==> src/design/dsft_pkg.sv <==
// Shared types, codes and constants of the delayed solenoid fire timer.
package dsft_pkg;

  localparam int OP_W   = 3;
  localparam int NOW_W  = 32;
  localparam int DIST_W = 16;
  localparam int HOLD_W = 16;
  localparam int TONE_W = 2;
  localparam int CFG_DW = 32;
  localparam int CFG_AW = 4;

  // Quotient of a 16-bit delay by ten fits in 13 bits.
  localparam int DLY_Q_W = 13;

  localparam logic [NOW_W-1:0]  RELEASE_GUARD = 32'd100;
  localparam logic [DIST_W-1:0] SENSOR_LIMIT  = 16'd823;
  localparam logic [HOLD_W-1:0] DELAY_RESET   = 16'd1500;
  localparam logic [HOLD_W-1:0] HOLD_RESET    = 16'd300;

  // x / 10 == (x * 52429) >> 19 for every 16-bit x.
  localparam logic [31:0] DIV10_RECIP = 32'd52429;
  localparam int          DIV10_SHIFT = 19;

  typedef enum logic [OP_W-1:0] {
    OP_FH_REQ = 3'd0,
    OP_FH_REL = 3'd1,
    OP_UA_REQ = 3'd2,
    OP_UA_REL = 3'd3,
    OP_SENSE  = 3'd4,
    OP_TICK   = 3'd5
  } op_t;

  typedef enum logic [TONE_W-1:0] {
    TONE_NONE = 2'd0,
    TONE_OK   = 2'd1,
    TONE_FIRE = 2'd2
  } tone_t;

  typedef enum logic [1:0] {
    REG_ENABLE  = 2'd0,
    REG_DELAY   = 2'd1,
    REG_FH_HOLD = 2'd2,
    REG_UA_HOLD = 2'd3
  } reg_idx_t;

  // Per-channel command for one item.
  typedef struct packed {
    logic              req;
    logic              rel;
    logic              arm;
    logic              tick;
    logic [NOW_W-1:0]  now;
    logic [NOW_W-1:0]  arm_time;
    logic [HOLD_W-1:0] hold;
  } chan_cmd_t;

  // Per-channel state.
  typedef struct packed {
    logic             pin;
    logic             order;
    logic [NOW_W-1:0] order_time;
  } chan_stat_t;

endpackage

==> src/design/dsft_if.sv <==
// Item channel interfaces: input items and result items.
interface dsft_in_if;
  logic                        valid;
  logic                        ready;
  logic [dsft_pkg::OP_W-1:0]   operation;
  logic [dsft_pkg::NOW_W-1:0]  now_ticks;
  logic [dsft_pkg::DIST_W-1:0] distance_a;
  logic [dsft_pkg::DIST_W-1:0] distance_b;

  modport source (output valid, operation, now_ticks, distance_a, distance_b, input ready);
  modport sink   (input valid, operation, now_ticks, distance_a, distance_b, output ready);
endinterface

interface dsft_out_if;
  logic                        valid;
  logic                        ready;
  logic                        forehand_drive;
  logic                        underarm_drive;
  logic                        forehand_pending;
  logic                        underarm_pending;
  logic [dsft_pkg::NOW_W-1:0]  forehand_when;
  logic [dsft_pkg::NOW_W-1:0]  underarm_when;
  logic [dsft_pkg::TONE_W-1:0] tone;

  modport source (output valid, forehand_drive, underarm_drive, forehand_pending,
                  underarm_pending, forehand_when, underarm_when, tone, input ready);
  modport sink   (input valid, forehand_drive, underarm_drive, forehand_pending,
                  underarm_pending, forehand_when, underarm_when, tone, output ready);
endinterface

==> src/design/delayed_solenoid_fire_timer.sv <==
// Top level of the two-channel delayed solenoid fire timer.
//
//  channel   direction  handshake            payload
//  in_if     in         valid/ready          operation, now_ticks, distance_a, distance_b
//  out_if    out        valid/ready          drives, pendings, whens, tone
//  apb       in         psel/penable/pwrite  paddr[3:0], pwdata, prdata (4 registers)
//
// One item per cycle sustained while the result is taken; each item passes the
// input register and then sits in the result register until out_if takes it.
// The channel state updates as an item leaves the input register, so the next
// item already sees it. A stalled result holds both stages; no item is dropped.
// rst_n is synchronous; it clears channel state and valid flags and loads the config registers.
module delayed_solenoid_fire_timer (
  input  logic                        clk,
  input  logic                        rst_n,
  dsft_in_if.sink                     in_if,
  dsft_out_if.source                  out_if,
  input  logic                        psel,
  input  logic                        penable,
  input  logic                        pwrite,
  input  logic [dsft_pkg::CFG_AW-1:0] paddr,
  input  logic [dsft_pkg::CFG_DW-1:0] pwdata,
  output logic [dsft_pkg::CFG_DW-1:0] prdata,
  output logic                        pready
);
  import dsft_pkg::*;

  // Configuration registers
  logic               enable_r;
  logic [HOLD_W-1:0]  delay_raw_r;
  logic [HOLD_W-1:0]  fh_hold_r;
  logic [HOLD_W-1:0]  ua_hold_r;
  logic [DLY_Q_W-1:0] delay_q_r, delay_q_nxt;
  logic [31:0]        delay_prod;
  logic               cfg_wr;
  reg_idx_t           cfg_idx;

  assign pready  = 1'b1;
  assign cfg_wr  = psel && penable && pwrite && pready;
  assign cfg_idx = reg_idx_t'(paddr[CFG_AW-1:2]);

  always_ff @(posedge clk) begin
    if (!rst_n) begin
      enable_r    <= 1'b0;
      delay_raw_r <= DELAY_RESET;
      fh_hold_r   <= HOLD_RESET;
      ua_hold_r   <= HOLD_RESET;
    end else if (cfg_wr) begin
      case (cfg_idx)
        REG_ENABLE:  enable_r    <= pwdata[0];
        REG_DELAY:   delay_raw_r <= pwdata[HOLD_W-1:0];
        REG_FH_HOLD: fh_hold_r   <= pwdata[HOLD_W-1:0];
        REG_UA_HOLD: ua_hold_r   <= pwdata[HOLD_W-1:0];
        default: ;
      endcase
    end
  end

  always_comb begin
    case (cfg_idx)
      REG_ENABLE:  prdata = CFG_DW'(enable_r);
      REG_DELAY:   prdata = CFG_DW'(delay_raw_r);
      REG_FH_HOLD: prdata = CFG_DW'(fh_hold_r);
      REG_UA_HOLD: prdata = CFG_DW'(ua_hold_r);
      default:     prdata = '0;
    endcase
  end

  // Keep the delay divided by ten in a register; it is registered from delay_raw_r after a write.
  assign delay_prod  = 32'(delay_raw_r) * DIV10_RECIP;
  assign delay_q_nxt = DLY_Q_W'(delay_prod >> DIV10_SHIFT);

  always_ff @(posedge clk) begin
    delay_q_r <= delay_q_nxt;
  end

  // Input register
  logic              in_valid_r;
  logic [OP_W-1:0]   op_r;
  logic [NOW_W-1:0]  now_r;
  logic [DIST_W-1:0] dist_a_r;
  logic [DIST_W-1:0] dist_b_r;
  logic              out_valid_r;
  logic              adv;
  logic              proc;

  assign adv         = !out_valid_r || out_if.ready;
  assign proc        = in_valid_r && adv;
  assign in_if.ready = !in_valid_r || adv;

  always_ff @(posedge clk) begin
    if (!rst_n) begin
      in_valid_r <= 1'b0;
    end else if (in_if.ready) begin
      in_valid_r <= in_if.valid;
    end
  end

  always_ff @(posedge clk) begin
    if (in_if.valid && in_if.ready) begin
      op_r     <= in_if.operation;
      now_r    <= in_if.now_ticks;
      dist_a_r <= in_if.distance_a;
      dist_b_r <= in_if.distance_b;
    end
  end

  // Item decode
  chan_cmd_t  fh_cmd, ua_cmd;
  chan_stat_t fh_stat, ua_stat, fh_nxt, ua_nxt;
  logic       fh_fire, ua_fire;
  logic       a_ok, b_ok, sens_arm;
  tone_t      tone_nxt;

  assign a_ok     = (dist_a_r != '0) && (dist_a_r < SENSOR_LIMIT);
  assign b_ok     = (dist_b_r != '0) && (dist_b_r < SENSOR_LIMIT);
  assign sens_arm = (op_r == OP_SENSE) && (a_ok || b_ok) && enable_r && !fh_stat.order;

  always_comb begin
    fh_cmd          = '0;
    ua_cmd          = '0;
    fh_cmd.now      = now_r;
    ua_cmd.now      = now_r;
    fh_cmd.hold     = fh_hold_r;
    ua_cmd.hold     = ua_hold_r;
    fh_cmd.arm_time = now_r + NOW_W'(delay_q_r);
    ua_cmd.arm_time = now_r;
    case (op_r)
      OP_FH_REQ: fh_cmd.req = 1'b1;
      OP_FH_REL: fh_cmd.rel = 1'b1;
      OP_UA_REQ: ua_cmd.req = 1'b1;
      OP_UA_REL: ua_cmd.rel = 1'b1;
      OP_SENSE:  fh_cmd.arm = sens_arm;
      OP_TICK: begin
        fh_cmd.tick = 1'b1;
        ua_cmd.tick = 1'b1;
      end
      default: ;
    endcase
  end

  dsft_chan u_fh (
    .clk      (clk),
    .rst_n    (rst_n),
    .en       (proc),
    .cmd      (fh_cmd),
    .stat     (fh_stat),
    .stat_nxt (fh_nxt),
    .fire     (fh_fire)
  );

  dsft_chan u_ua (
    .clk      (clk),
    .rst_n    (rst_n),
    .en       (proc),
    .cmd      (ua_cmd),
    .stat     (ua_stat),
    .stat_nxt (ua_nxt),
    .fire     (ua_fire)
  );

  always_comb begin
    if (fh_fire || ua_fire) begin
      tone_nxt = TONE_FIRE;
    end else if (sens_arm) begin
      tone_nxt = TONE_OK;
    end else begin
      tone_nxt = TONE_NONE;
    end
  end

  // Result register
  chan_stat_t fh_out_r, ua_out_r;
  tone_t      tone_r;

  always_ff @(posedge clk) begin
    if (!rst_n) begin
      out_valid_r <= 1'b0;
    end else if (adv) begin
      out_valid_r <= in_valid_r;
    end
  end

  always_ff @(posedge clk) begin
    if (proc) begin
      fh_out_r <= fh_nxt;
      ua_out_r <= ua_nxt;
      tone_r   <= tone_nxt;
    end
  end

  assign out_if.valid            = out_valid_r;
  assign out_if.forehand_drive   = fh_out_r.pin;
  assign out_if.underarm_drive   = ua_out_r.pin;
  assign out_if.forehand_pending = fh_out_r.order;
  assign out_if.underarm_pending = ua_out_r.order;
  assign out_if.forehand_when    = fh_out_r.order_time;
  assign out_if.underarm_when    = ua_out_r.order_time;
  assign out_if.tone             = tone_r;

  a_hold_input: assert property (@(posedge clk) disable iff (!rst_n)
    (in_valid_r && !adv) |=> (in_valid_r && $stable(op_r) && $stable(now_r)))
    else $error("stalled input item lost");

  a_proc_fills_out: assert property (@(posedge clk) disable iff (!rst_n)
    proc |=> out_valid_r)
    else $error("processed item missing from result register");

  // The result just taken matches the channel state it left behind.
  a_result_is_state: assert property (@(posedge clk) disable iff (!rst_n)
    proc |=> (fh_out_r == fh_stat && ua_out_r == ua_stat))
    else $error("result register out of step with channel state");

  a_fire_tone: assert property (@(posedge clk) disable iff (!rst_n)
    (out_valid_r && tone_r == TONE_FIRE) |-> (fh_out_r.pin || ua_out_r.pin))
    else $error("fire tone without a driven pin");

  a_ok_tone: assert property (@(posedge clk) disable iff (!rst_n)
    (out_valid_r && tone_r == TONE_OK) |-> fh_out_r.order)
    else $error("success tone without a forehand order");

endmodule

==> src/design/dsft_chan.sv <==
// One actuator channel: order flag, order time and pin level.
module dsft_chan (
  input  logic                  clk,
  input  logic                  rst_n,
  input  logic                  en,
  input  dsft_pkg::chan_cmd_t   cmd,
  output dsft_pkg::chan_stat_t  stat,
  output dsft_pkg::chan_stat_t  stat_nxt,
  output logic                  fire
);
  import dsft_pkg::*;

  logic             order_r, order_nxt;
  logic [NOW_W-1:0] when_r, when_nxt;
  logic             pin_r, pin_nxt;
  logic [NOW_W-1:0] rel_limit;
  logic [NOW_W-1:0] hold_limit;
  logic             due;

  assign rel_limit  = when_r + RELEASE_GUARD;
  assign hold_limit = when_r + NOW_W'(cmd.hold);
  assign due        = cmd.now >= when_r;

  always_comb begin
    order_nxt = order_r;
    when_nxt  = when_r;
    pin_nxt   = pin_r;
    fire      = 1'b0;
    if (cmd.req) begin
      // Re-arm only when idle or when the new time is earlier.
      if (!order_r || cmd.now < when_r) begin
        order_nxt = 1'b1;
        when_nxt  = cmd.now;
      end
    end else if (cmd.rel) begin
      if (cmd.now > rel_limit) begin
        order_nxt = 1'b0;
      end
    end else if (cmd.arm) begin
      order_nxt = 1'b1;
      when_nxt  = cmd.arm_time;
    end else if (cmd.tick) begin
      if (order_r && due) begin
        pin_nxt = 1'b1;
        fire    = 1'b1;
      end else if (!order_r && cmd.now > hold_limit) begin
        pin_nxt = 1'b0;
      end
    end
  end

  always_ff @(posedge clk) begin
    if (!rst_n) begin
      order_r <= 1'b0;
      when_r  <= '0;
      pin_r   <= 1'b0;
    end else if (en) begin
      order_r <= order_nxt;
      when_r  <= when_nxt;
      pin_r   <= pin_nxt;
    end
  end

  assign stat     = '{pin: pin_r, order: order_r, order_time: when_r};
  assign stat_nxt = '{pin: pin_nxt, order: order_nxt, order_time: when_nxt};

  // A fire needs a pending order that is due.
  a_fire_needs_order: assert property (@(posedge clk) disable iff (!rst_n)
    fire |-> (order_r && due && cmd.tick))
    else $error("fire without a due order");

  a_fire_sets_pin: assert property (@(posedge clk) disable iff (!rst_n)
    (en && fire) |=> pin_r)
    else $error("pin not set after fire");

  a_arm_sets_order: assert property (@(posedge clk) disable iff (!rst_n)
    (en && cmd.arm) |=> (order_r && when_r == $past(cmd.arm_time)))
    else $error("sensor arm lost");

endmodule
==> src/flat_wrapper.sv <==
// flat-port wrapper written by rule: the top's interface ports become plain ports
module delayed_solenoid_fire_timer_flat import dsft_pkg::*;
  (clk, rst_n, psel, penable, pwrite, paddr, pwdata, prdata, pready, in_if_valid, in_if_operation, in_if_now_ticks, in_if_distance_a, in_if_distance_b, in_if_ready, out_if_valid, out_if_forehand_drive, out_if_underarm_drive, out_if_forehand_pending, out_if_underarm_pending, out_if_forehand_when, out_if_underarm_when, out_if_tone, out_if_ready);
  dsft_in_if in_if_i ();
  dsft_out_if out_if_i ();
  input  logic clk;
  input  logic rst_n;
  input  logic psel;
  input  logic penable;
  input  logic pwrite;
  input  logic [dsft_pkg::CFG_AW-1:0] paddr;
  input  logic [dsft_pkg::CFG_DW-1:0] pwdata;
  output logic [dsft_pkg::CFG_DW-1:0] prdata;
  output logic pready;
  input wire logic [$bits(in_if_i.valid)-1:0] in_if_valid;
  input wire logic [$bits(in_if_i.operation)-1:0] in_if_operation;
  input wire logic [$bits(in_if_i.now_ticks)-1:0] in_if_now_ticks;
  input wire logic [$bits(in_if_i.distance_a)-1:0] in_if_distance_a;
  input wire logic [$bits(in_if_i.distance_b)-1:0] in_if_distance_b;
  output wire logic [$bits(in_if_i.ready)-1:0] in_if_ready;
  output wire logic [$bits(out_if_i.valid)-1:0] out_if_valid;
  output wire logic [$bits(out_if_i.forehand_drive)-1:0] out_if_forehand_drive;
  output wire logic [$bits(out_if_i.underarm_drive)-1:0] out_if_underarm_drive;
  output wire logic [$bits(out_if_i.forehand_pending)-1:0] out_if_forehand_pending;
  output wire logic [$bits(out_if_i.underarm_pending)-1:0] out_if_underarm_pending;
  output wire logic [$bits(out_if_i.forehand_when)-1:0] out_if_forehand_when;
  output wire logic [$bits(out_if_i.underarm_when)-1:0] out_if_underarm_when;
  output wire logic [$bits(out_if_i.tone)-1:0] out_if_tone;
  input wire logic [$bits(out_if_i.ready)-1:0] out_if_ready;
  assign in_if_i.valid = in_if_valid;
  assign in_if_i.operation = in_if_operation;
  assign in_if_i.now_ticks = in_if_now_ticks;
  assign in_if_i.distance_a = in_if_distance_a;
  assign in_if_i.distance_b = in_if_distance_b;
  assign in_if_ready = in_if_i.ready;
  assign out_if_valid = out_if_i.valid;
  assign out_if_forehand_drive = out_if_i.forehand_drive;
  assign out_if_underarm_drive = out_if_i.underarm_drive;
  assign out_if_forehand_pending = out_if_i.forehand_pending;
  assign out_if_underarm_pending = out_if_i.underarm_pending;
  assign out_if_forehand_when = out_if_i.forehand_when;
  assign out_if_underarm_when = out_if_i.underarm_when;
  assign out_if_tone = out_if_i.tone;
  assign out_if_i.ready = out_if_ready;
  delayed_solenoid_fire_timer u_core (.clk(clk), .rst_n(rst_n), .in_if(in_if_i), .out_if(out_if_i), .psel(psel), .penable(penable), .pwrite(pwrite), .paddr(paddr), .pwdata(pwdata), .prdata(prdata), .pready(pready));
endmodule
==> config.mk <==
export PLATFORM = sky130hd
export DESIGN_NAME = delayed_solenoid_fire_timer_flat
export DESIGN_NICKNAME = d
export VERILOG_FILES = /design/src/design/dsft_pkg.sv /design/src/design/dsft_if.sv /design/src/design/delayed_solenoid_fire_timer.sv /design/src/design/dsft_chan.sv /design/src/flat_wrapper.sv
export SDC_FILE = /design/constraint.sdc
export NUM_CORES = 1
export LEC_CHECK = 0
export BUFFER_PORTS_ARGS = -buffer_cell sky130_fd_sc_hd__buf_2
export CAP_MARGIN = 10
export CORE_ASPECT_RATIO = 0.5
export CORE_MARGIN = 2
export CORE_UTILIZATION = 45
export CTS_BUF_LIST = sky130_fd_sc_hd__clkbuf_4
export DETAILED_ROUTE_END_ITERATION = 16
export SYNTH_ARGS = -nofsm -noshare
export SYNTH_HDL_FRONTEND = slang
export SYNTH_SLANG_ARGS = --single-unit
export TNS_END_PERCENT = 50
==> constraint.sdc <==
create_clock -name clk -period 15.3 [get_ports clk]
set_input_delay 1.53 -clock clk [delete_from_list [all_inputs] [get_ports clk]]
set_output_delay 1.53 -clock clk [all_outputs]
set_load 0.1 [all_outputs]
## Word level (Yosys, flattened, before mapping)

Cells that the tools add are included.

| operators by class | value |
|---|---|
| add/subtract/negate cells | 5 |
| $mul | 1 |
| $lt $le $gt $ge | 10 |
| eq/ne operators | 8 |
| muxes and demuxes | 43 |
| reductions and logical operators | 31 |

Operators by type and width:

| kind | count |
|---|---|
| two-way mux 32 bit | 6 |
| greater-than comparator 32 bit | 4 |
| one-hot mux 32 bit (4 select lines) | 1 |
| adder 32 x 16 -> 32 bit | 2 |
| adder 32 x 7 -> 32 bit (second input constant) | 2 |
| greater-or-equal comparator 32 bit | 2 |
| < comparator 32 bit | 2 |
| two-way mux 1 bit | 36 |
| adder 32 x 13 -> 32 bit | 1 |
| < comparator 16 x 10 -> 1 bit (second input constant) | 2 |
| multiplier 16 x 16 -> 32 bit (second input constant) | 1 |
| nonzero test 16 bit | 2 |
| logical AND 1 bit | 13 |
| AND reduction 2 bit | 4 |
| == test 3 x 2 -> 1 bit (second input constant) | 2 |
| == test 3 bit (second input constant) | 2 |
| logical OR 1 bit | 6 |
| == test 2 bit (second input constant) | 2 |
| zero test 1 bit | 4 |
| == test 3 x 1 -> 1 bit (second input constant) | 1 |
| zero test 3 bit | 1 |
| == test 2 x 1 -> 1 bit (second input constant) | 1 |
| zero test 2 bit | 1 |

| storage, ports and cells | value |
|---|---|
| bits in registers | 269 |
| input port bits | 110 |
| output and inout port bits | 105 |
| logic and storage cells | 122 |

## Logic depth before layout (Yosys ltp)

Gate-level depths: netlist of the first run.

| depth | value |
|---|---|
| depth in word-level cells | 11 |
| depth in mapped cells | 21 |
| gate-level depth less buffers | 21 |

## Hierarchy

Synthesis of the first run repeated with hierarchy kept, for this count alone.

| second synthesis, totals | value |
|---|---|
| cell total of the unflattened synthesis | 2789 |
| area total of the unflattened synthesis | 25176.6 um^2 |

Modules (own cells, without submodules):

| module | instances | cells each | area each (um^2) | sequential area each (um^2) |
|---|---|---|---|---|
| delayed_solenoid_fire_timer | 1 | 1131 | 12675.9 | 5395.2 |
| dsft_chan (u_core.u_ua) | 1 | 885 | 6548.8 | 680.7 |
| dsft_chan (u_core.u_fh) | 1 | 773 | 5952.0 | 680.7 |

## Least setup slack after synthesis of the first run

No wires, ideal clock.

| timing | value |
|---|---|
| path kind | reg2reg |
| from | register u_core.delay_raw_r[4] |
| to | register u_core.delay_q_r[12] |
| library setup time | 121 ps |
| arrival time | 5084 ps |
| required time | 15179 ps |
| slack | 10095 ps |
| stages on the path, launching flop included | 20 |
| buffers on the path | 0 |
| clock period less this slack | 5205 ps |
| cells stage by stage | dfxtp_1 ha_1 inv_1 fa_1 inv_1 fa_1 fa_1 inv_1 fa_1 fa_1 inv_1 ha_1 a21oi_1 o21ai_0 nor3_1 a31oi_1 nand2_1 o311ai_0 a21oi_1 xnor2_1 |

| on the way | value |
|---|---|
| cells in the longest elaborated chain, start to end | 1 |

Ends and longest elaborated chain:

| item | RTL line | source |
|---|---|---|
| start: declaration | delayed_solenoid_fire_timer.sv:30 | `logic [HOLD_W-1:0] delay_raw_r;` |
| start signal: assignment | delayed_solenoid_fire_timer.sv:51 | `REG_DELAY: delay_raw_r <= pwdata[HOLD_W-1:0];` |
| multiplier 16 x 16 -> 32 bit | delayed_solenoid_fire_timer.sv:70 | `assign delay_prod = 32'(delay_raw_r) * DIV10_RECIP;` |
| net u_core.delay_prod[31] | delayed_solenoid_fire_timer.sv:34 | `logic [31:0] delay_prod;` |
| end signal: assignment | delayed_solenoid_fire_timer.sv:74 | `delay_q_r <= delay_q_nxt;` |
| end: declaration | delayed_solenoid_fire_timer.sv:33 | `logic [DLY_Q_W-1:0] delay_q_r, delay_q_nxt;` |

The timed path passes the listed nets, and every way through them passes these cells.
A chain may end at the register's enable or synchronous reset.

## Final worst setup path of the first run

Same ends and word-level chain as after synthesis.

==> impl_metrics.env, run 1 <==
export IMPL_status="complete, no violations"
export IMPL_syn_inst=2452
export IMPL_grt_pass1_vias=18153
export IMPL_combPwrFrac_pct=30.6
export IMPL_synth_area_um2=22800
export IMPL_regArea_um2=6760
export IMPL_clkSinkCount=269
export IMPL_fin_tns_setup_ps=0
export IMPL_cts_resized=0
export IMPL_max_freq_mhz=168
export IMPL_antenna_found_initial=2
export IMPL_p_sw_share_pct=36.4
export IMPL_yosysWarnings=0
export IMPL_vias=18832
export IMPL_cts_tree="yes"
export IMPL_routed_wirelength_mm=63.8
export IMPL_drt_iter0_drc=1283
export IMPL_start_util_pct=45.5
export IMPL_setup_viol=0
export IMPL_p_sw_uw=798
export IMPL_synth_top_cell_area_share_pct=20.1
export IMPL_drive_gt1_share_pct=12.9
export IMPL_post_cts_buffers=0
export IMPL_die_area_um2=52700
export IMPL_avgSynthCellArea_um2=9.31
export IMPL_place_gp_congestion=0.931
export IMPL_postCtsHoldBufs=0
export IMPL_yosysSeqAreaShare_pct=29.6
export IMPL_firstDrtPassIters=5
export IMPL_post_drt_wl_per_cell_um=18.8
export IMPL_p_seq_share_pct=38.3
export IMPL_grtUsageTotal_pct=24.3
export IMPL_row_count=58
export IMPL_ys_top_cells_by_area="ha_1, edfxtp_1, dfxtp_1"
export IMPL_critPathCaptureType="flop"
export IMPL_crit_arrival_ps=6580
export IMPL_yosys_register_bits=269
export IMPL_instances_no_fill=3393
export IMPL_skew_ps=100
export IMPL_die_x_um=323
export IMPL_hold_ws_ps=473
export IMPL_dp_cells=3263
export IMPL_clk_pin_slew_ps=70
export IMPL_intPower_uw=1390
export IMPL_async_flop_share_pct=0
export IMPL_ant_nets=0
export IMPL_dp_hpwl_mm=49.9
export IMPL_tightest_slew_ps=1230
export IMPL_portBuffers=179
export IMPL_cts_root_buf="clkbuf_4"
export IMPL_pin_count=215
export IMPL_multi_input_area_um2=14800
export IMPL_worstSkewPairLatency_ps=800
export IMPL_grt_ovfl_total=0
export IMPL_ir_worst_vdd_uv=45.6
export IMPL_cts_max_level=3
export IMPL_cap_violations=0
export IMPL_crit_path_start_kind="flop"
export IMPL_min_path_type="reg -> reg"
export IMPL_synth_common_cells="ha_1, inv_1, nand2_1"
export IMPL_clock_power_share_pct=31.2
export IMPL_via_per_inst=5.55
export IMPL_hold_viol_final=0
export IMPL_area_delta_synth_final_pct=10.9
export IMPL_drv_slew=0
export IMPL_ys_types=81
export IMPL_synth_edf_count=137
export IMPL_grt_first_pass_wirelength_mm=100
export IMPL_crit_fanout=7
export IMPL_grt_setup_unrepaired="false"
export IMPL_leakagePower_uw=0.0110
export IMPL_numCtsBuffers=70
export IMPL_worstSetupPathType="reg -> reg"
export IMPL_synth_top_cell_by_area="ha_1"
export IMPL_synthFlopType="edfxtp_1"
export IMPL_layout_nets=3206
export IMPL_drc=0
export IMPL_fillers=4783
export IMPL_power_per_cell_area_nw_per_um2=86.6
export IMPL_cp_required_ps=15930
export IMPL_slew_headroom_pct=17.5
export IMPL_core_area_um2=50100
export IMPL_clockBufferDepth=3
export IMPL_fin_crit_sh_pct=38.9
export IMPL_die_y_um=163
export IMPL_synth_most_common_cell="ha_1"
export IMPL_grt_max_degree=68
export IMPL_final_min_clock_period_ps=5950
## per-stage QoR
step | worst slack [ps] | total power [uW] | instance area, um^2 | util (%)
global placement | 9370 | 1510 | 24300 | 48.5
global route | 8880 | 2340 | 25300 | 50.5
floorplan | 10100 | 1360 | 22900 | -
finish | 9350 | 2190 | 25300 | 50.5
CTS | 9320 | 2210 | 25300 | 50.5
detailed placement | 9390 | 1520 | 24300 | 48.5
## worst paths after layout
kind | from | end | slack, ps | depth (start not counted)
hold / removal | u_core.fh_hold_r[1] | u_core.fh_hold_r[1] | 470 | 2
hold reg to reg | u_core.fh_hold_r[1] | u_core.fh_hold_r[1] | 470 | 2
setup / recovery | u_core.delay_raw_r[4] | u_core.delay_q_r[12] | 9350 | 19
setup reg to reg | u_core.delay_raw_r[4] | u_core.delay_q_r[12] | 9350 | 19
## per-layer routing
metal / track usage (%) / wire length (um)
met5: 0 / 13
met4: 5.73 / 1050
met3: 3.53 / 3290
met2: 39.1 / 28800
met1: 34.4 / 30600
## final cells by class
class / instances / share of cell area, %
diodes: 1 / 0.00989
clock buffers: 99 / 2.94
clock inverters: 29 / 0.855
inverters: 239 / 3.55
multi-input cells: 1869 / 58.5
flip-flops and latches: 269 / 26.7
well taps: 690 / 3.41
repair buffers: 197 / 4.09
## power by group through the flow
stage	sequential (uW)	combinational, uW	clock (uW)
finish	839	670	683
global placement	854	659	0
floorplan	904	452	0
detailed placement	855	667	0
CTS	839	673	703
global route	843	756	743
## cell families (layout without fill, tap and decap cells)
family | after synthesis | in the layout | share of synthesized area (%)
flops | 269 | 269 | 29.6
simple gates | 662 | 662 | 13.9
xor+xnor | 140 | 140 | 5.37
fa+ha+maj | 450 | 450 | 27.4
compound gates | 583 | 583 | 16.9
buf+inv | 329 | 564 | 5.93
mux | 17 | 17 | 0.882
other cells | 2 | 18 | 0.0329
## sequential cells by signal (all words and copies together), names as in the netlist, 2 cells and up
| name | count |
|---|---|
| u_core.delay_q_r | 13 |
| u_core.delay_raw_r | 16 |
| u_core.dist_a_r | 16 |
| u_core.dist_b_r | 16 |
| u_core.fh_hold_r | 16 |
| u_core.now_r | 32 |
| u_core.op_r | 3 |
| u_core.out_if.forehand_when | 32 |
| u_core.out_if.tone | 2 |
| u_core.out_if.underarm_when | 32 |
| u_core.u_fh.when_r | 32 |
| u_core.u_ua.when_r | 32 |
| u_core.ua_hold_r | 16 |
## cell usage in the layout, fill, tap and decap left out, drive strengths merged, types with 35 or more instances in the layout
master,instances
o21ai,109
xnor2,112
nor3,35
fa,84
inv,235
nor2,98
a21oi,171
buf,197
dfxtp,132
nand4,44
nand2,234
clkbuf,99
o31ai,42
nand3,116
a21o,69
ha,366
edfxtp,137
## worst max-delay path, cell delays in order (launching register included)
cell      delay (ps)
dfxtp_1          550
ha_1             340
inv_1             90
fa_1             510
inv_1             50
fa_1             510
fa_1             550
inv_1             60
fa_1             500
fa_1             480
inv_1             60
ha_1             190
a21oi_1          100
o21ai_0          380
nor3_1           120
a31oi_1          330
nand2_1          120
o311ai_0         530
a21oi_1          160
xnor2_1          140
(Power assumes the default switching activity.)
==> run 2: changes to the inputs <==
ABC_AREA = 1   (was not set)
PLACE_DENSITY = 0.65   (was not set)
clock period = 4.87 ns   (was 15.3 ns; I/O delays follow)
==> run 2 against run 1 <==
  * Critical path depth down 1
  * Combinational power rose to 5.7 times the previous value
  * Hold slack worse by 390 ps
  * Worst setup slack worse by 9200 ps
  * Routed wire length up 18%
  * Non-clock buffer count up 157
  * Flip-flop and latch count unchanged
  * Largest cell class unchanged
==> impl_metrics.env, run 2 <==
export IMPL_status="complete, no violations"
export IMPL_synth_most_common_cell="nand2_1"
export IMPL_die_x_um=336
export IMPL_synthFlopType="edfxtp_1"
export IMPL_die_area_um2=57100
export IMPL_ant_nets=0
export IMPL_synth_edf_count=137
export IMPL_clkSinkCount=269
export IMPL_cap_violations=0
export IMPL_clk_pin_slew_ps=70
export IMPL_final_min_clock_period_ps=4750
export IMPL_crit_arrival_ps=5430
export IMPL_grt_ovfl_total=0
export IMPL_max_freq_mhz=211
export IMPL_async_flop_share_pct=0
export IMPL_firstDrtPassIters=6
export IMPL_area_delta_synth_final_pct=17.2
export IMPL_power_per_cell_area_nw_per_um2=300
export IMPL_row_count=60
export IMPL_ys_top_cells_by_area="ha_1, edfxtp_1, nand2_1"
export IMPL_drive_gt1_share_pct=13.7
export IMPL_skew_ps=71.1
export IMPL_final_util_pct=53.7
export IMPL_antenna_found_initial=2
export IMPL_grtUsageTotal_pct=26.1
export IMPL_portBuffers=179
export IMPL_syn_inst=3241
export IMPL_leakagePower_uw=0.0141
export IMPL_min_path_type="in -> reg"
export IMPL_worstSetupPathType="reg -> reg"
export IMPL_cts_tree="yes"
export IMPL_drv_slew=0
export IMPL_synth_top_cell_by_area="ha_1"
export IMPL_start_util_pct=45.9
export IMPL_layout_commonest_cell="nand2_1"
export IMPL_drt_iter0_drc=2001
export IMPL_total_power_uw=8710
export IMPL_vias=23209
export IMPL_cp_required_ps=5550
export IMPL_fillers=5178
export IMPL_avgSynthCellArea_um2=7.65
export IMPL_setup_viol=0
export IMPL_worstSkewPairLatency_ps=790
export IMPL_fin_crit_sh_pct=97.5
export IMPL_cts_root_buf="clkbuf_4"
export IMPL_tightest_slew_ps=1200
export IMPL_dp_hpwl_mm=59.1
export IMPL_synth_common_cells="nand2_1, inv_1, ha_1"
export IMPL_pre_cts_slack_ps=-195
export IMPL_post_drt_wl_per_cell_um=17.3
export IMPL_ys_types=50
export IMPL_final_cell_mix="nand2_1, inv_1, ha_1, nor2_1, nand3_1"
export IMPL_ir_worst_vdd_uv=219
export IMPL_die_y_um=170
export IMPL_critPathCaptureType="flop"
export IMPL_synth_area_um2=24800
export IMPL_pin_count=215
export IMPL_crit_fanout=4
export IMPL_synth_top_cell_area_share_pct=18.5
export IMPL_slew_headroom_pct=19.8
export IMPL_grt_first_pass_wirelength_mm=117
export IMPL_yosysSeqAreaShare_pct=27.3
export IMPL_yosys_register_bits=269
export IMPL_layout_nets=4154
export IMPL_hold_viol_final=0
export IMPL_yosysWarnings=0
export IMPL_crit_path_start_kind="flop"
export IMPL_clockBufferDepth=3
export IMPL_routed_wirelength_mm=75.4
export IMPL_numCtsBuffers=71
export IMPL_grt_setup_unrepaired="true"
export IMPL_drc=0
export IMPL_place_gp_congestion=0.977
export IMPL_core_area_um2=54100
export IMPL_grt_max_degree=88
export IMPL_via_per_inst=5.32
export IMPL_cts_max_level=3
export IMPL_fin_ws_ps=123
export IMPL_grt_pass1_vias=21481
[run 2: changes by cell type after synthesis, sizes merged, moves of 19 or more]
cell and delta:
a21oi +72, xor2 +88, nand3 +142, o31ai -42, inv +200, a21o -56
nor2b -21, nand4 +20, nor2 +196, a22o -22, xnor2 -87, and3 -27
nand2 +498, nand2b -19
[run 2: logic make-up (layout without fill, tap and decap cells)]
family | count (synthesis) | count (layout) | synth area share, %
XOR/XNOR | 141 | 141 | 4.98
flip-flops | 269 | 269 | 27.3
buffers and inverters | 529 | 920 | 8.39
AO/OA/AOI/OAI | 432 | 432 | 9.38
AND/OR/NAND/NOR | 1418 | 1418 | 24.7
other | 2 | 18 | 0.0303
adder cells (fa/ha/maj) | 450 | 450 | 25.3
[run 2: layer usage]
layer  vias to the layer above  global-route usage, %  routed length [um]
met1                     10868                   36.6               34800
met2                       707                   41.7               34000
met4                         0                   7.86                1980
met5                         -                      0                   0
li1                      11490                      -                   -
met3                       144                   3.69                4650
[run 2: report_power, final]
group          internal, uW  switching (uW)  total [uW]  leakage (uW)
combinational          1440            2400        3830        0.0112
clock                  1110            1030        2140      0.000562
sequential             2560             172        2730       0.00241
[run 2: area by class of cell]
type	count	area, um^2	area share, %
inverters	440	1650	5.69
well taps	713	892	3.07
repair buffers	354	2430	8.38
clock inverters	19	146	0.504
flip-flops and latches	269	6780	23.3
clock buffers	107	803	2.77
multi-input cells	2458	16300	56.2
diodes	1	2.50	0.00861
[run 2: metrics by stage]
step / hold slack [ps] / TNS [ps] / instance area [um^2] / cells
after CTS: 21.2 / 0 / 28800 / 4357
after global placement: 520 / -534 / 26900 / 4146
after floorplan: 453 / 0 / 24800 / 3256
after detailed placement: 522 / -1170 / 26900 / 4146
after global routing: 35.5 / -120 / 29100 / 4361
final: 88.2 / 0 / 29100 / 4361
[run 2: worst paths after layout]
path	cells after the start	end	slack, ps	startpoint
min	3	u_core.delay_raw_r[1]	90	pwdata[1]
min reg2reg	2	u_core.out_if.valid	540	u_core.out_if.valid
max	18	u_core.delay_q_r[10]	120	u_core.delay_raw_r[4]
max reg2reg	18	u_core.delay_q_r[10]	120	u_core.delay_raw_r[4]
[run 2: critical path: stages (launching register included)]
cell and delay (ps):
dfxtp_4 370, ha_1 290, inv_1 60, fa_1 520, inv_1 60, fa_2 450
fa_1 510, inv_1 60, fa_2 560, inv_1 50, fa_2 550, ha_4 230
nand2_2 110, buf_4 140, nor2_1 40, a21oi_1 140, nand3_2 170, a21oi_2 190
xor2_1 150
[run 2: repair_timing]
action	CTS	global route
gates resized for setup	21	58
gates cloned	0	0
pin swaps	14	42
setup endpoints to repair	11	12
hold buffers	85	0
buffers inserted	0	3
endpoints found under the hold margin	109	0
==> run 3: changes to the inputs <==
PLACE_DENSITY = 0.68   (was 0.65)
==> run 3 against run 2 <==
  * First-iteration DRC count up 7.6%
  * Sequential share of layout area hardly changed
  * Count of clock-buffer cells in the layout shrank 5
  * Worst setup slack lost 65 ps
  * Clock power barely moved
  * Cell count hardly changed
  * Fmax shrank 1.4%
  * Sequential power hardly changed
  * Utilization about the same
  * Flip-flop and latch count unchanged
  * Critical endpoint is now u_core.delay_q_r[11]
  * Largest cell class unchanged
==> impl_metrics.env, run 3 (same netlist as run 2, synthesis figures left out) <==
export IMPL_layout_nets=4153
export IMPL_crit_arrival_ps=5440
export IMPL_antenna_found_initial=1
export IMPL_start_util_pct=45.9
export IMPL_die_y_um=170
export IMPL_clockBufferDepth=3
export IMPL_final_min_clock_period_ps=4810
export IMPL_vias=23323
export IMPL_row_count=60
export IMPL_leakagePower_uw=0.0141
export IMPL_total_power_uw=8860
export IMPL_crit_fanout=4
export IMPL_placed_cell_area_um2=26900
export IMPL_min_delay_path_depth=3
export IMPL_max_freq_mhz=208
export IMPL_clkSinkCount=269
export IMPL_slew_headroom_pct=25.9
export IMPL_holdCritStartpoint="in_if_valid"
export IMPL_grt_ovfl_total=0
export IMPL_worstRegToRegCells=20
export IMPL_portBuffers=179
export IMPL_pin_count=215
export IMPL_min_path_type="in -> reg"
export IMPL_min_to="u_core.in_valid_r"
export IMPL_setup_viol=0
export IMPL_area_delta_synth_final_pct=17.3
export IMPL_skew_ps=70.8
export IMPL_grt_setup_unrepaired="true"
export IMPL_worstSkewPairLatency_ps=790
export IMPL_grt_first_pass_wirelength_mm=118
export IMPL_timing_rr_start="u_core.delay_raw_r[4]"
export IMPL_final_cell_mix="nand2_1, inv_1, ha_1, nor2_1, nand3_1"
export IMPL_clk_pin_slew_ps=70
export IMPL_cts_max_level=3
export IMPL_hold_ws_ps=66.0
export IMPL_drive_gt1_share_pct=13.9
export IMPL_layout_commonest_cell="nand2_1"
export IMPL_dp_hpwl_mm=59.4
export IMPL_cts_tree="yes"
export IMPL_place_gp_congestion=0.967
export IMPL_design_area_um2=29100
export IMPL_critPathCaptureType="flop"
export IMPL_tightest_slew_ps=1110
export IMPL_grt_pass1_vias=21968
export IMPL_firstDrtPassIters=9
export IMPL_cp_required_ps=5490
export IMPL_crit_path_start_kind="flop"
export IMPL_numCtsBuffers=69
export IMPL_reg2reg_slack_ps=60
export IMPL_via_per_inst=5.35
export IMPL_post_drt_wl_per_cell_um=17.5
export IMPL_die_area_um2=57100
export IMPL_worstReg2RegEnd="u_core.delay_q_r[11]"
export IMPL_fin_crit_sh_pct=98.8
export IMPL_ir_worst_vdd_uv=232
export IMPL_power_per_cell_area_nw_per_um2=305
export IMPL_routed_wirelength_mm=76.1
export IMPL_hold_viol_final=0
export IMPL_drv_slew=0
export IMPL_cap_violations=0
export IMPL_drt_iter0_drc=2153
export IMPL_status="complete, no violations"
export IMPL_grt_max_degree=88
export IMPL_worstSetupPathType="reg -> reg"
export IMPL_grtUsageTotal_pct=26.3
export IMPL_core_area_um2=54100
export IMPL_cts_root_buf="clkbuf_4"
export IMPL_ant_nets=0
export IMPL_drc=0
export IMPL_die_x_um=336
## run 3: how the worst max path moves through the flow
stage | from | endpoint | slack (ps)
floorplan | u_core.delay_raw_r[4] | u_core.delay_q_r[9] | 30
global placement | u_core.delay_raw_r[4] | u_core.delay_q_r[9] | -150
detailed placement | u_core.delay_raw_r[2] | u_core.delay_q_r[10] | -220
CTS | u_core.delay_raw_r[5] | u_core.delay_q_r[10] | -10
global route | u_core.delay_raw_r[8] | u_core.delay_q_r[3] | -100
finish | u_core.delay_raw_r[4] | u_core.delay_q_r[11] | 60
## run 3: per-stage QoR
step	setup TNS [ps]	instances	setup slack, ps	util [%]
5_1_grt	-313	4358	-99.2	53.8
2_1_floorplan	0	3256	30.5	-
3_5_place_dp	-1110	4149	-221	49.8
3_3_place_gp	-508	4149	-145	49.8
6_report	0	4358	58.3	53.8
4_1_cts	-11.0	4353	-11.0	53.2
## run 3: per-layer routing
metal	track usage, %	up-vias	wire length, um
met4	7.72	0	1770
li1	-	11497	-
met5	0	-	0
met2	43.0	712	35000
met3	3.87	128	5050
met1	36.0	10986	34300
## run 3: worst max-delay path, cell delays in order, from the launching register on
cell	delay, ps
dfxtp_4	370
ha_4	270
inv_2	30
fa_1	520
inv_2	50
fa_1	460
fa_1	500
inv_2	40
fa_1	500
fa_1	580
inv_2	50
ha_4	220
a21o_1	200
buf_6	130
nand3_2	50
nand2_1	50
o21bai_4	170
buf_4	120
nand2_1	40
o211ai_1	140
xor2_1	170
## run 3: power breakdown
group	switching, uW	internal (uW)	total [uW]
Combinational	2470	1500	3970
Sequential	177	2560	2740
Clock	1030	1120	2150
Total	3670	5180	8860
## run 3: cell type report
cell class | count | area (um^2)
diodes | 1 | 2.50
clock buffers | 102 | 766
clock inverters | 20 | 166
fillers | 5144 | 25000
inverters | 440 | 1650
multi-input cells | 2458 | 16400
flip-flops and latches | 269 | 6780
well taps | 713 | 892
repair buffers | 355 | 2430
## run 3: repair_timing
action / CTS / global route
hold endpoints to repair: 102 / 0
setup endpoints to repair: 10 / 13
pin swaps: 8 / 44
gates resized for setup: 12 / 79
hold buffers: 82 / 0
cloned: 0 / 0
setup buffers: 0 / 4
